**config.mk**
```make
export PLATFORM = sky130hd
export DESIGN_NAME = scope_frame_measurement_flat
export DESIGN_NICKNAME = d
export VERILOG_FILES = /design/src/rtl/scm_pkg.sv /design/src/rtl/scm_if.sv /design/src/rtl/scope_frame_measurement.sv /design/src/rtl/scm_analog.sv /design/src/rtl/scm_pulse.sv /design/src/flat_wrapper.sv
export SDC_FILE = /design/constraint.sdc
export NUM_CORES = 2
export LEC_CHECK = 0
export BUFFER_PORTS_ARGS = -buffer_cell sky130_fd_sc_hd__buf_4
export CORE_UTILIZATION = 61
export DETAILED_ROUTE_END_ITERATION = 10
export PLACE_DENSITY_LB_ADDON = 0.2
export SLEW_MARGIN = 5
export SYNTH_ARGS = -nofsm -noshare
export SYNTH_HDL_FRONTEND = slang
export SYNTH_HIERARCHICAL = 1
export SYNTH_SLANG_ARGS = --single-unit
```
**constraint.sdc**
```tcl
create_clock -name clock -period 22.3 [get_ports clock]
set_input_delay 3.345 -clock clock [delete_from_list [all_inputs] [get_ports clock]]
set_output_delay 3.345 -clock clock [all_outputs]
set_load 0.03 [all_outputs]
```
**src/rtl/scm_pkg.sv**
```systemverilog
// Shared constants and types of the scope frame measurement block.
// Used by every module of the block and by its checker; depends on nothing.
`default_nettype none

package scm_pkg;

   // Longest frame that is measured; the sample index saturates here.
   localparam int FRAME_MAX_DEF = 4096;

   // Measured index window for pulse tracking: WIN_FIRST up to WIN_END - 1.
   localparam int WIN_FIRST = 2;
   localparam int WIN_END   = 4094;

   // Hysteresis offsets: HYST_UP above the previous frame's midpoint, HYST_DOWN below the upper threshold.
   localparam logic [7:0] HYST_UP   = 8'd4;
   localparam logic [7:0] HYST_DOWN = 8'd8;

   // Configuration register indexes.
   localparam logic CSR_A_REF = 1'b0;
   localparam logic CSR_B_REF = 1'b1;

   // Channel codes of the result words.
   localparam logic [1:0] CH_A = 2'd0;
   localparam logic [1:0] CH_B = 2'd1;
   localparam logic [1:0] CH_C = 2'd2;
   localparam logic [1:0] CH_D = 2'd3;

   // Per-item control handed from the top level to the channel units.
   typedef struct packed {
      logic advance;    // the staged word is consumed this cycle
      logic frame_end;  // it closes the frame
      logic take;       // index below the frame limit: statistics are taken
      logic first;      // index zero: extremes are loaded, not compared
      logic track;      // index inside the pulse window
   } step_type;

   typedef struct packed {
      logic [7:0]  max_value;
      logic [7:0]  min_value;
      logic [19:0] sample_sum;
      logic [31:0] square_sum;
   } ana_stat_type;

   typedef struct packed {
      logic [11:0] edge_span;
      logic [11:0] high_time;
      logic [10:0] rising_edges;
   } pulse_stat_type;

   typedef struct packed {
      logic [1:0]  channel;
      logic [7:0]  max_value;
      logic [7:0]  min_value;
      logic [19:0] sample_sum;
      logic [31:0] square_sum;
      logic [11:0] edge_span;
      logic [11:0] high_time;
      logic [10:0] rising_edges;
      logic        last_of_run;
   } rsp_word_type;

endpackage

`default_nettype wire

```
**src/rtl/scm_if.sv**
```systemverilog
// Valid/ready channel interfaces of the scope frame measurement block.
// Sample words in, per-channel result words out; no dependencies.
`default_nettype none

interface scm_req_if;
   logic       valid;
   logic       ready;
   logic [7:0] sample_a;
   logic [7:0] sample_b;
   logic [1:0] logic_bits;
   logic       frame_end;

   modport source (output valid, sample_a, sample_b, logic_bits, frame_end, input ready);
   modport sink   (input valid, sample_a, sample_b, logic_bits, frame_end, output ready);
endinterface

interface scm_rsp_if;
   logic        valid;
   logic        ready;
   logic [1:0]  channel;
   logic [7:0]  max_value;
   logic [7:0]  min_value;
   logic [19:0] sample_sum;
   logic [31:0] square_sum;
   logic [11:0] edge_span;
   logic [11:0] high_time;
   logic [10:0] rising_edges;
   logic        last_of_run;

   modport source (output valid, channel, max_value, min_value, sample_sum, square_sum,
                   edge_span, high_time, rising_edges, last_of_run, input ready);
   modport sink   (input valid, channel, max_value, min_value, sample_sum, square_sum,
                   edge_span, high_time, rising_edges, last_of_run, output ready);
endinterface

`default_nettype wire

```
**src/rtl/scope_frame_measurement.sv**
```systemverilog
// Top level of the scope frame measurement block: input stage, channel units, result buffer.
// Depends on scm_pkg, scm_if, scm_analog and scm_pulse.
//
//   Channel   Direction  Handshake            Word
//   req_chan  in         valid/ready          sample_a, sample_b, logic_bits, frame_end
//   rsp_chan  out        valid/ready          one channel's frame results
//   csr_*     in         write enable only    a_reference (index 0), b_reference (index 1)
//
// A sample word is taken every cycle unless stalled. It is held in the input stage, where the
// squared deviations are already registered, and then folded into the frame statistics.
// A word that closes the frame loads four result words (A, B, C, D) into the result
// buffer, which drains one word per cycle while ready is high; the input only stalls when a second
// frame end reaches the input stage before the buffer has handed out its previous four words.
// Reset is synchronous; it clears the statistics, the thresholds and both references.
// Results are delivered in order however long the sink holds ready low.
`default_nettype none

module scope_frame_measurement
   import scm_pkg::*;
#(
   parameter int FRAME_MAX = FRAME_MAX_DEF
) (
   input  logic       clock,
   input  logic       reset,
   scm_req_if.sink    req_chan,
   scm_rsp_if.source  rsp_chan,
   input  logic       csr_write_en,
   input  logic       csr_index,
   input  logic [9:0] csr_write_data
);

   localparam int IDX_W = $clog2(FRAME_MAX + 1);

   // Configuration registers.
   logic [9:0] a_ref_ff, b_ref_ff;

   // Input stage.
   logic        s1_valid_ff;
   logic [7:0]  s1_a_ff, s1_b_ff;
   logic [1:0]  s1_logic_ff;
   logic        s1_end_ff;
   logic [19:0] s1_sq_a_ff, s1_sq_b_ff;

   // Squared deviations from the reference, computed as the word enters.
   logic signed [10:0] dev_a, dev_b;
   logic signed [21:0] prod_a, prod_b;

   // Frame position and per-word control.
   logic [IDX_W-1:0] idx_ff;
   logic [11:0]      idx12;
   step_type         step;
   logic             req_fire, rsp_fire, snap_free;

   // Channel unit results.
   ana_stat_type   ana_stat   [2];
   pulse_stat_type pulse_stat [4];
   logic           ch_high    [4];
   logic           ch_low     [4];
   logic [7:0]     ana_sample [2];
   logic [19:0]    ana_square [2];

   // Result buffer.
   rsp_word_type snap_in [4];
   rsp_word_type snap_ff [4];
   logic         busy_ff;
   logic [1:0]   cnt_ff;

   always_ff @(posedge clock) begin
      if (reset) begin
         a_ref_ff <= '0;
         b_ref_ff <= '0;
      end else if (csr_write_en) begin
         unique case (csr_index)
            CSR_A_REF: a_ref_ff <= csr_write_data;
            CSR_B_REF: b_ref_ff <= csr_write_data;
         endcase
      end
   end

   always_comb begin
      dev_a  = $signed({3'b000, req_chan.sample_a}) - $signed({a_ref_ff[9], a_ref_ff});
      dev_b  = $signed({3'b000, req_chan.sample_b}) - $signed({b_ref_ff[9], b_ref_ff});
      prod_a = dev_a * dev_a;
      prod_b = dev_b * dev_b;
   end

   // The result buffer is free for a new frame once its last word leaves.
   assign snap_free      = !busy_ff || (rsp_chan.ready && cnt_ff == CH_D);
   assign step.advance   = s1_valid_ff && (!s1_end_ff || snap_free);
   assign step.frame_end = s1_end_ff;
   assign step.take      = idx_ff < IDX_W'(FRAME_MAX);
   assign step.first     = idx_ff == '0;
   assign step.track     = step.take && (int'(idx_ff) >= WIN_FIRST) && (int'(idx_ff) < WIN_END);
   assign idx12          = 12'(idx_ff);

   assign req_chan.ready = !s1_valid_ff || step.advance;
   assign req_fire       = req_chan.valid && req_chan.ready;
   assign rsp_fire       = busy_ff && rsp_chan.ready;

   always_ff @(posedge clock) begin
      if (reset) begin
         s1_valid_ff <= 1'b0;
      end else if (req_chan.ready) begin
         s1_valid_ff <= req_chan.valid;
      end
   end

   always_ff @(posedge clock) begin
      if (req_fire) begin
         s1_a_ff     <= req_chan.sample_a;
         s1_b_ff     <= req_chan.sample_b;
         s1_logic_ff <= req_chan.logic_bits;
         s1_end_ff   <= req_chan.frame_end;
         s1_sq_a_ff  <= 20'(prod_a);
         s1_sq_b_ff  <= 20'(prod_b);
      end
   end

   // The index stops at the frame limit; later words are not measured.
   always_ff @(posedge clock) begin
      if (reset) begin
         idx_ff <= '0;
      end else if (step.advance) begin
         if (s1_end_ff) begin
            idx_ff <= '0;
         end else if (step.take) begin
            idx_ff <= idx_ff + IDX_W'(1);
         end
      end
   end

   assign ana_sample[0] = s1_a_ff;
   assign ana_sample[1] = s1_b_ff;
   assign ana_square[0] = s1_sq_a_ff;
   assign ana_square[1] = s1_sq_b_ff;

   for (genvar c = 0; c < 2; c++) begin : g_analog
      scm_analog u_analog (
         .clock      (clock),
         .reset      (reset),
         .step       (step),
         .sample     (ana_sample[c]),
         .square     (ana_square[c]),
         .is_high    (ch_high[c]),
         .is_low     (ch_low[c]),
         .frame_stat (ana_stat[c])
      );
   end

   // Logic channels have no hysteresis: a clear bit counts as low.
   for (genvar c = 0; c < 2; c++) begin : g_logic_level
      assign ch_high[c + 2] = s1_logic_ff[c];
      assign ch_low[c + 2]  = !s1_logic_ff[c];
   end

   for (genvar c = 0; c < 4; c++) begin : g_pulse
      scm_pulse u_pulse (
         .clock      (clock),
         .reset      (reset),
         .step       (step),
         .idx        (idx12),
         .is_high    (ch_high[c]),
         .is_low     (ch_low[c]),
         .frame_stat (pulse_stat[c])
      );
   end

   // Result words of the frame, including the word that closes it.
   for (genvar c = 0; c < 4; c++) begin : g_snap
      if (c < 2) begin : g_ana
         assign snap_in[c] = '{
            channel:      2'(c),
            max_value:    ana_stat[c].max_value,
            min_value:    ana_stat[c].min_value,
            sample_sum:   ana_stat[c].sample_sum,
            square_sum:   ana_stat[c].square_sum,
            edge_span:    pulse_stat[c].edge_span,
            high_time:    pulse_stat[c].high_time,
            rising_edges: pulse_stat[c].rising_edges,
            last_of_run:  1'b0
         };
      end else begin : g_dig
         assign snap_in[c] = '{
            channel:      2'(c),
            max_value:    '0,
            min_value:    '0,
            sample_sum:   '0,
            square_sum:   '0,
            edge_span:    pulse_stat[c].edge_span,
            high_time:    pulse_stat[c].high_time,
            rising_edges: pulse_stat[c].rising_edges,
            last_of_run:  (2'(c) == CH_D)
         };
      end
   end

   always_ff @(posedge clock) begin
      if (step.advance && s1_end_ff) begin
         snap_ff <= snap_in;
      end
   end

   always_ff @(posedge clock) begin
      if (reset) begin
         busy_ff <= 1'b0;
         cnt_ff  <= CH_A;
      end else if (step.advance && s1_end_ff) begin
         busy_ff <= 1'b1;
         cnt_ff  <= CH_A;
      end else if (rsp_fire) begin
         if (cnt_ff == CH_D) begin
            busy_ff <= 1'b0;
         end
         cnt_ff <= cnt_ff + 2'd1;
      end
   end

   assign rsp_chan.valid        = busy_ff;
   assign rsp_chan.channel      = snap_ff[cnt_ff].channel;
   assign rsp_chan.max_value    = snap_ff[cnt_ff].max_value;
   assign rsp_chan.min_value    = snap_ff[cnt_ff].min_value;
   assign rsp_chan.sample_sum   = snap_ff[cnt_ff].sample_sum;
   assign rsp_chan.square_sum   = snap_ff[cnt_ff].square_sum;
   assign rsp_chan.edge_span    = snap_ff[cnt_ff].edge_span;
   assign rsp_chan.high_time    = snap_ff[cnt_ff].high_time;
   assign rsp_chan.rising_edges = snap_ff[cnt_ff].rising_edges;
   assign rsp_chan.last_of_run  = snap_ff[cnt_ff].last_of_run;

endmodule

`default_nettype wire

```
**src/rtl/scm_analog.sv**
```systemverilog
// Statistics and hysteresis thresholds of one analog channel.
// Depends on scm_pkg.
`default_nettype none

module scm_analog
   import scm_pkg::*;
(
   input  logic         clock,
   input  logic         reset,
   input  step_type     step,
   input  logic [7:0]   sample,
   input  logic [19:0]  square,
   output logic         is_high,
   output logic         is_low,
   output ana_stat_type frame_stat
);

   ana_stat_type stat_ff, stat_in;
   logic [7:0]   upper_ff, lower_ff, upper_in;
   logic [20:0]  sum_wide;
   logic [32:0]  sq_wide;
   logic [8:0]   mid_sum;

   always_comb begin
      is_high  = sample > upper_ff;
      is_low   = sample < lower_ff;
      stat_in  = stat_ff;
      sum_wide = {1'b0, stat_ff.sample_sum} + {13'd0, sample};
      sq_wide  = {1'b0, stat_ff.square_sum} + {13'd0, square};
      if (step.take) begin
         if (step.first) begin
            stat_in.max_value = sample;
            stat_in.min_value = sample;
         end else begin
            if (sample > stat_ff.max_value) stat_in.max_value = sample;
            if (sample < stat_ff.min_value) stat_in.min_value = sample;
         end
         stat_in.sample_sum = sum_wide[20] ? '1 : sum_wide[19:0];
         stat_in.square_sum = sq_wide[32] ? '1 : sq_wide[31:0];
      end
      // New thresholds come from the extremes including this word.
      mid_sum  = {1'b0, stat_in.max_value} + {1'b0, stat_in.min_value};
      upper_in = HYST_UP + mid_sum[8:1];
   end

   assign frame_stat = stat_in;

   always_ff @(posedge clock) begin
      if (reset) begin
         stat_ff  <= '0;
         upper_ff <= '0;
         lower_ff <= '0;
      end else if (step.advance) begin
         if (step.frame_end) begin
            stat_ff  <= '0;
            upper_ff <= upper_in;
            lower_ff <= upper_in - HYST_DOWN;
         end else begin
            stat_ff <= stat_in;
         end
      end
   end

endmodule

`default_nettype wire

```
**src/rtl/scm_pulse.sv**
```systemverilog
// Pulse tracker of one channel: rising edges, edge span and high time.
// Depends on scm_pkg.
`default_nettype none

module scm_pulse
   import scm_pkg::*;
(
   input  logic           clock,
   input  logic           reset,
   input  step_type       step,
   input  logic [11:0]    idx,
   input  logic           is_high,
   input  logic           is_low,
   output pulse_stat_type frame_stat
);

   typedef enum logic [1:0] {
      PH_LOW  = 2'd0,
      PH_HIGH = 2'd1,
      PH_WAIT = 2'd2
   } phase_type;

   phase_type   phase_ff, phase_in;
   logic [11:0] rise_ff, rise_in, first_ff, first_in, high_ff, high_in;
   logic [10:0] edge_ff, edge_in;

   always_comb begin
      phase_in = phase_ff;
      rise_in  = rise_ff;
      first_in = first_ff;
      high_in  = high_ff;
      edge_in  = edge_ff;
      if (step.track) begin
         // Until the first high every measured index restarts the span.
         if (phase_ff == PH_WAIT) begin
            rise_in  = idx;
            first_in = idx;
            high_in  = '0;
         end
         priority if (is_high) begin
            if (phase_ff == PH_LOW) begin
               rise_in = idx;
               edge_in = edge_ff + 11'd1;
            end
            phase_in = PH_HIGH;
         end else if (is_low && phase_ff == PH_HIGH) begin
            phase_in = PH_LOW;
            high_in  = high_ff + idx - rise_in;
         end else begin
            // Between the thresholds the phase holds.
            phase_in = phase_ff;
         end
      end
      frame_stat.edge_span    = rise_in - first_in;
      frame_stat.high_time    = high_in;
      frame_stat.rising_edges = edge_in;
   end

   always_ff @(posedge clock) begin
      if (reset) begin
         phase_ff <= PH_WAIT;
         rise_ff  <= '0;
         first_ff <= '0;
         high_ff  <= '0;
         edge_ff  <= '0;
      end else if (step.advance) begin
         if (step.frame_end) begin
            phase_ff <= PH_WAIT;
            rise_ff  <= '0;
            first_ff <= '0;
            high_ff  <= '0;
            edge_ff  <= '0;
         end else begin
            phase_ff <= phase_in;
            rise_ff  <= rise_in;
            first_ff <= first_in;
            high_ff  <= high_in;
            edge_ff  <= edge_in;
         end
      end
   end

endmodule

`default_nettype wire

```
**src/flat_wrapper.sv**
```systemverilog
// flat-port wrapper written by rule: the top's interface ports become plain ports
module scope_frame_measurement_flat import scm_pkg::*;
#(
   parameter int FRAME_MAX = FRAME_MAX_DEF
)
  (clock, reset, csr_write_en, csr_index, csr_write_data, req_chan_valid, req_chan_sample_a, req_chan_sample_b, req_chan_logic_bits, req_chan_frame_end, req_chan_ready, rsp_chan_valid, rsp_chan_channel, rsp_chan_max_value, rsp_chan_min_value, rsp_chan_sample_sum, rsp_chan_square_sum, rsp_chan_edge_span, rsp_chan_high_time, rsp_chan_rising_edges, rsp_chan_last_of_run, rsp_chan_ready);
  scm_req_if req_chan_i ();
  scm_rsp_if rsp_chan_i ();
  input  logic clock;
  input  logic reset;
  input  logic csr_write_en;
  input  logic csr_index;
  input  logic [9:0] csr_write_data;
  input wire logic [$bits(req_chan_i.valid)-1:0] req_chan_valid;
  input wire logic [$bits(req_chan_i.sample_a)-1:0] req_chan_sample_a;
  input wire logic [$bits(req_chan_i.sample_b)-1:0] req_chan_sample_b;
  input wire logic [$bits(req_chan_i.logic_bits)-1:0] req_chan_logic_bits;
  input wire logic [$bits(req_chan_i.frame_end)-1:0] req_chan_frame_end;
  output wire logic [$bits(req_chan_i.ready)-1:0] req_chan_ready;
  output wire logic [$bits(rsp_chan_i.valid)-1:0] rsp_chan_valid;
  output wire logic [$bits(rsp_chan_i.channel)-1:0] rsp_chan_channel;
  output wire logic [$bits(rsp_chan_i.max_value)-1:0] rsp_chan_max_value;
  output wire logic [$bits(rsp_chan_i.min_value)-1:0] rsp_chan_min_value;
  output wire logic [$bits(rsp_chan_i.sample_sum)-1:0] rsp_chan_sample_sum;
  output wire logic [$bits(rsp_chan_i.square_sum)-1:0] rsp_chan_square_sum;
  output wire logic [$bits(rsp_chan_i.edge_span)-1:0] rsp_chan_edge_span;
  output wire logic [$bits(rsp_chan_i.high_time)-1:0] rsp_chan_high_time;
  output wire logic [$bits(rsp_chan_i.rising_edges)-1:0] rsp_chan_rising_edges;
  output wire logic [$bits(rsp_chan_i.last_of_run)-1:0] rsp_chan_last_of_run;
  input wire logic [$bits(rsp_chan_i.ready)-1:0] rsp_chan_ready;
  assign req_chan_i.valid = req_chan_valid;
  assign req_chan_i.sample_a = req_chan_sample_a;
  assign req_chan_i.sample_b = req_chan_sample_b;
  assign req_chan_i.logic_bits = req_chan_logic_bits;
  assign req_chan_i.frame_end = req_chan_frame_end;
  assign req_chan_ready = req_chan_i.ready;
  assign rsp_chan_valid = rsp_chan_i.valid;
  assign rsp_chan_channel = rsp_chan_i.channel;
  assign rsp_chan_max_value = rsp_chan_i.max_value;
  assign rsp_chan_min_value = rsp_chan_i.min_value;
  assign rsp_chan_sample_sum = rsp_chan_i.sample_sum;
  assign rsp_chan_square_sum = rsp_chan_i.square_sum;
  assign rsp_chan_edge_span = rsp_chan_i.edge_span;
  assign rsp_chan_high_time = rsp_chan_i.high_time;
  assign rsp_chan_rising_edges = rsp_chan_i.rising_edges;
  assign rsp_chan_last_of_run = rsp_chan_i.last_of_run;
  assign rsp_chan_i.ready = rsp_chan_ready;
  scope_frame_measurement #(.FRAME_MAX(FRAME_MAX)) u_core (.clock(clock), .reset(reset), .req_chan(req_chan_i), .rsp_chan(rsp_chan_i), .csr_write_en(csr_write_en), .csr_index(csr_index), .csr_write_data(csr_write_data));
endmodule
```
==> out/metrics.cfg <==
[floorplan]
io_pins=143
core_region_area_um2=82200
dieWidth_um=290
rows=105
initial_core_util=0.617
die_y_um=290
design.die.area_um2=84400

[final_layout]
register_area_um2=17900
drive_gt1_frac=0.105
multi_input_area_um2=30100
fin_area_um2=55600
mostFrequentLayoutCell=nor2_1
utilization=0.676
syn_to_final_growth_pct=9.48
fill_cells=6455
n_antenna_cell=0
final_cell_mix=nor2_1 (633), inv_1 (494), dfxtp_1 (393), nand2_1 (366), edfxtp_1 (333)
final_nets=5972

[run]
cap_violations=0

[global_route]
antenna_found_initial=3
grt_max_degree=93
grt_usage=0.325
grt_overflow_total=0
grt_pass1_wl_mm=216
grt_pass1_vias=39200

[sta]
rsz0062_at_grt=no
setup_tns_ns=0
drv_slew=0
relSlewSlack=0.123
setup_violations=0
post-route-period-util=0.440
skew_ns=0.0686
finalHoldViolations=0
tightest_slew_ns=1.30
timing.fmax_mhz=102
period_minus_slack_ns=9.81

[synthesis]
synth_edf_count=333
ys_seq_area_frac=0.353
yosys_warnings=6
ys_async_sr_fraction=0
synth_cell_types=123
synth_area_um2=50800
yosys_register_bits=728
ys.flop_type=dfxtp_1
syn_avg_cell_area_um2=9.57
synthCells=5304

[clock_network]
post_cts_resized=0
post_cts_buffers=0
h-tree-depth=3
cts.sinks=728
cts_tree=built
ctsRootBufferMaster=clkbuf_16
numCtsBuffers=81
path_clk_slew_ns=0.06
ctsHoldBuffers=0
insertion_delay_ns=0.66
cts_max_path_buffers=3

[hold_path]
min_path_type=register to register

[route]
first_pass_iters=6
ant_nets=0
num_vias=40400
wl_mm=137
post_drt_wl_per_cell_um=21.1
viasPerCell=6.21
drtIter0Drc=3240
route.detailed.drc=0

[pwr]
p_leak_nw=23.0
ir_drop_v=0.000180
p_total_mw=6.68
p_per_area_nw_per_um2=120

[place]
place_area_um2=52800
gp_congestion=0.944
portBuffers=142
dp_hpwl_mm=100

[critical_path]
critPathMaxFanout=8
crit_type=primary input to register
cp-end-kind=register
start_kind=primary input
worstPathArrival_ns=10.18
worstPathRequired_ns=22.67

[outcome]
outcome=completed

cells by family after synthesis:
logic type / synth area share
adders and majority gates: 0.176
and+or+nand+nor: 0.142
muxes: 0.0632
xor gates and xnor gates: 0.0449
AOI/OAI and AO/OA: 0.165
DFF: 0.353
other: 0.0000739
buffers and inverters: 0.0559
per-layer routing:
layer	track usage	wire length (µm)
met3	0.0394	9250
met5	0	25
met2	0.545	65200
met4	0.160	7290
met1	0.416	55600
where the power goes:
part	leakage (nW)	switching [mW]	internal (mW)	total, mW
Sequential	6.27	0.0487	1.66	1.71
Combinational	15.3	1.97	1.59	3.56
Clock	1.38	0.586	0.828	1.41
synth_stat cells, drive strengths merged (48+ instances only):
| master | instances | share of area |
|---|---|---|
| inv | 508 | 0.038 |
| nor2 | 642 | 0.048 |
| o21a | 55 | 0.0081 |
| fa | 242 | 0.095 |
| nand2 | 370 | 0.028 |
| o21ai | 257 | 0.025 |
| nor2b | 48 | 0.0062 |
| xor2 | 93 | 0.016 |
| clkbuf | 167 | 0.012 |
| a21o | 81 | 0.012 |
| xnor2 | 161 | 0.028 |
| nor3 | 63 | 0.0065 |
| mux2 | 67 | 0.015 |
| dfxtp | 395 | 0.16 |
| buf | 53 | 0.0055 |
| edfxtp | 333 | 0.20 |
| and3 | 55 | 0.0072 |
| a22oi | 137 | 0.020 |
| a21oi | 289 | 0.029 |
| mux2i | 165 | 0.033 |
| ha | 327 | 0.081 |
| nand3 | 116 | 0.012 |
final timing paths:
check	from	to	slack, ns	cells after the start
setup / recovery	req_chan_sample_a[0]	u_core/s1_sq_a_ff[19]	12.49	27
setup reg to reg	u_core/a_ref_ff[0]	u_core/s1_sq_a_ff[19]	15.02	24
hold / removal	u_core/g_analog[1].u_analog/upper_ff[7]	u_core/g_analog[1].u_analog/upper_ff[7]	0.45	2
hold reg to reg	u_core/g_analog[1].u_analog/upper_ff[7]	u_core/g_analog[1].u_analog/upper_ff[7]	0.45	2
worst max-delay path: stages:
cell and delay, ns:
buf_4 0.11, inv_1 0.05, ha_1 0.15, inv_1 0.05
fa_1 0.42, a211oi_1 0.36, o21bai_1 0.13, a21oi_1 0.19
xor2_1 0.64, inv_1 0.30, nand2_1 0.21, fa_1 0.46
fa_1 0.50, fa_1 0.48, inv_1 0.05, fa_1 0.47
inv_1 0.05, fa_1 0.47, inv_1 0.04, ha_1 0.23
o41ai_1 0.37, a21oi_1 0.10, nand2_1 0.13, a221oi_1 0.13
or4_1 0.42, a31oi_1 0.22, xnor2_1 0.09
registers in the layout, summed over array words and instances, names as in the netlist:
signal,cells
u_core/s1_sq_a_ff,19
u_core/rsp_chan.valid,1
u_core/s1_end_ff,1
u_core/s1_logic_ff,2
u_core/g_analog.u_analog/lower_ff,10
u_core/g_analog.u_analog/stat_ff,136
u_core/a_ref_ff,10
u_core/g_pulse.u_pulse/first_ff,48
u_core/snap_ff,276
u_core/g_pulse.u_pulse/rise_ff,48
u_core/idx_ff,13
u_core/g_pulse.u_pulse/high_ff,48
u_core/g_pulse.u_pulse/edge_ff,44
u_core/cnt_ff,2
u_core/g_analog.u_analog/upper_ff,16
u_core/g_pulse.u_pulse/phase_ff,8
u_core/s1_sq_b_ff,19
u_core/s1_a_ff,8
u_core/s1_b_ff,8
u_core/b_ref_ff,10
u_core/s1_valid_ff,1
final cells by class:
type / count / share of cell area
Timing Repair Buffer: 198 / 0.0269
Tap cell: 1070 / 0.0241
Clock buffer: 107 / 0.0406
Sequential cell: 728 / 0.322
Multi-Input combinational cell: 3845 / 0.541
Clock inverter: 44 / 0.0101
Inverter: 514 / 0.0347
metrics by stage:
stage	setup WS (ns)	hold WS (ns)	std cells
after global routing	12.01	0.473	6506
after CTS	12.56	0.455	6506
final	12.49	0.452	6506
after global placement	12.03	0.440	6355
after detailed placement	11.91	0.447	6355
after floorplan	10.08	0.432	5307
No activity file was read; power rests on OpenSTA's default activity.
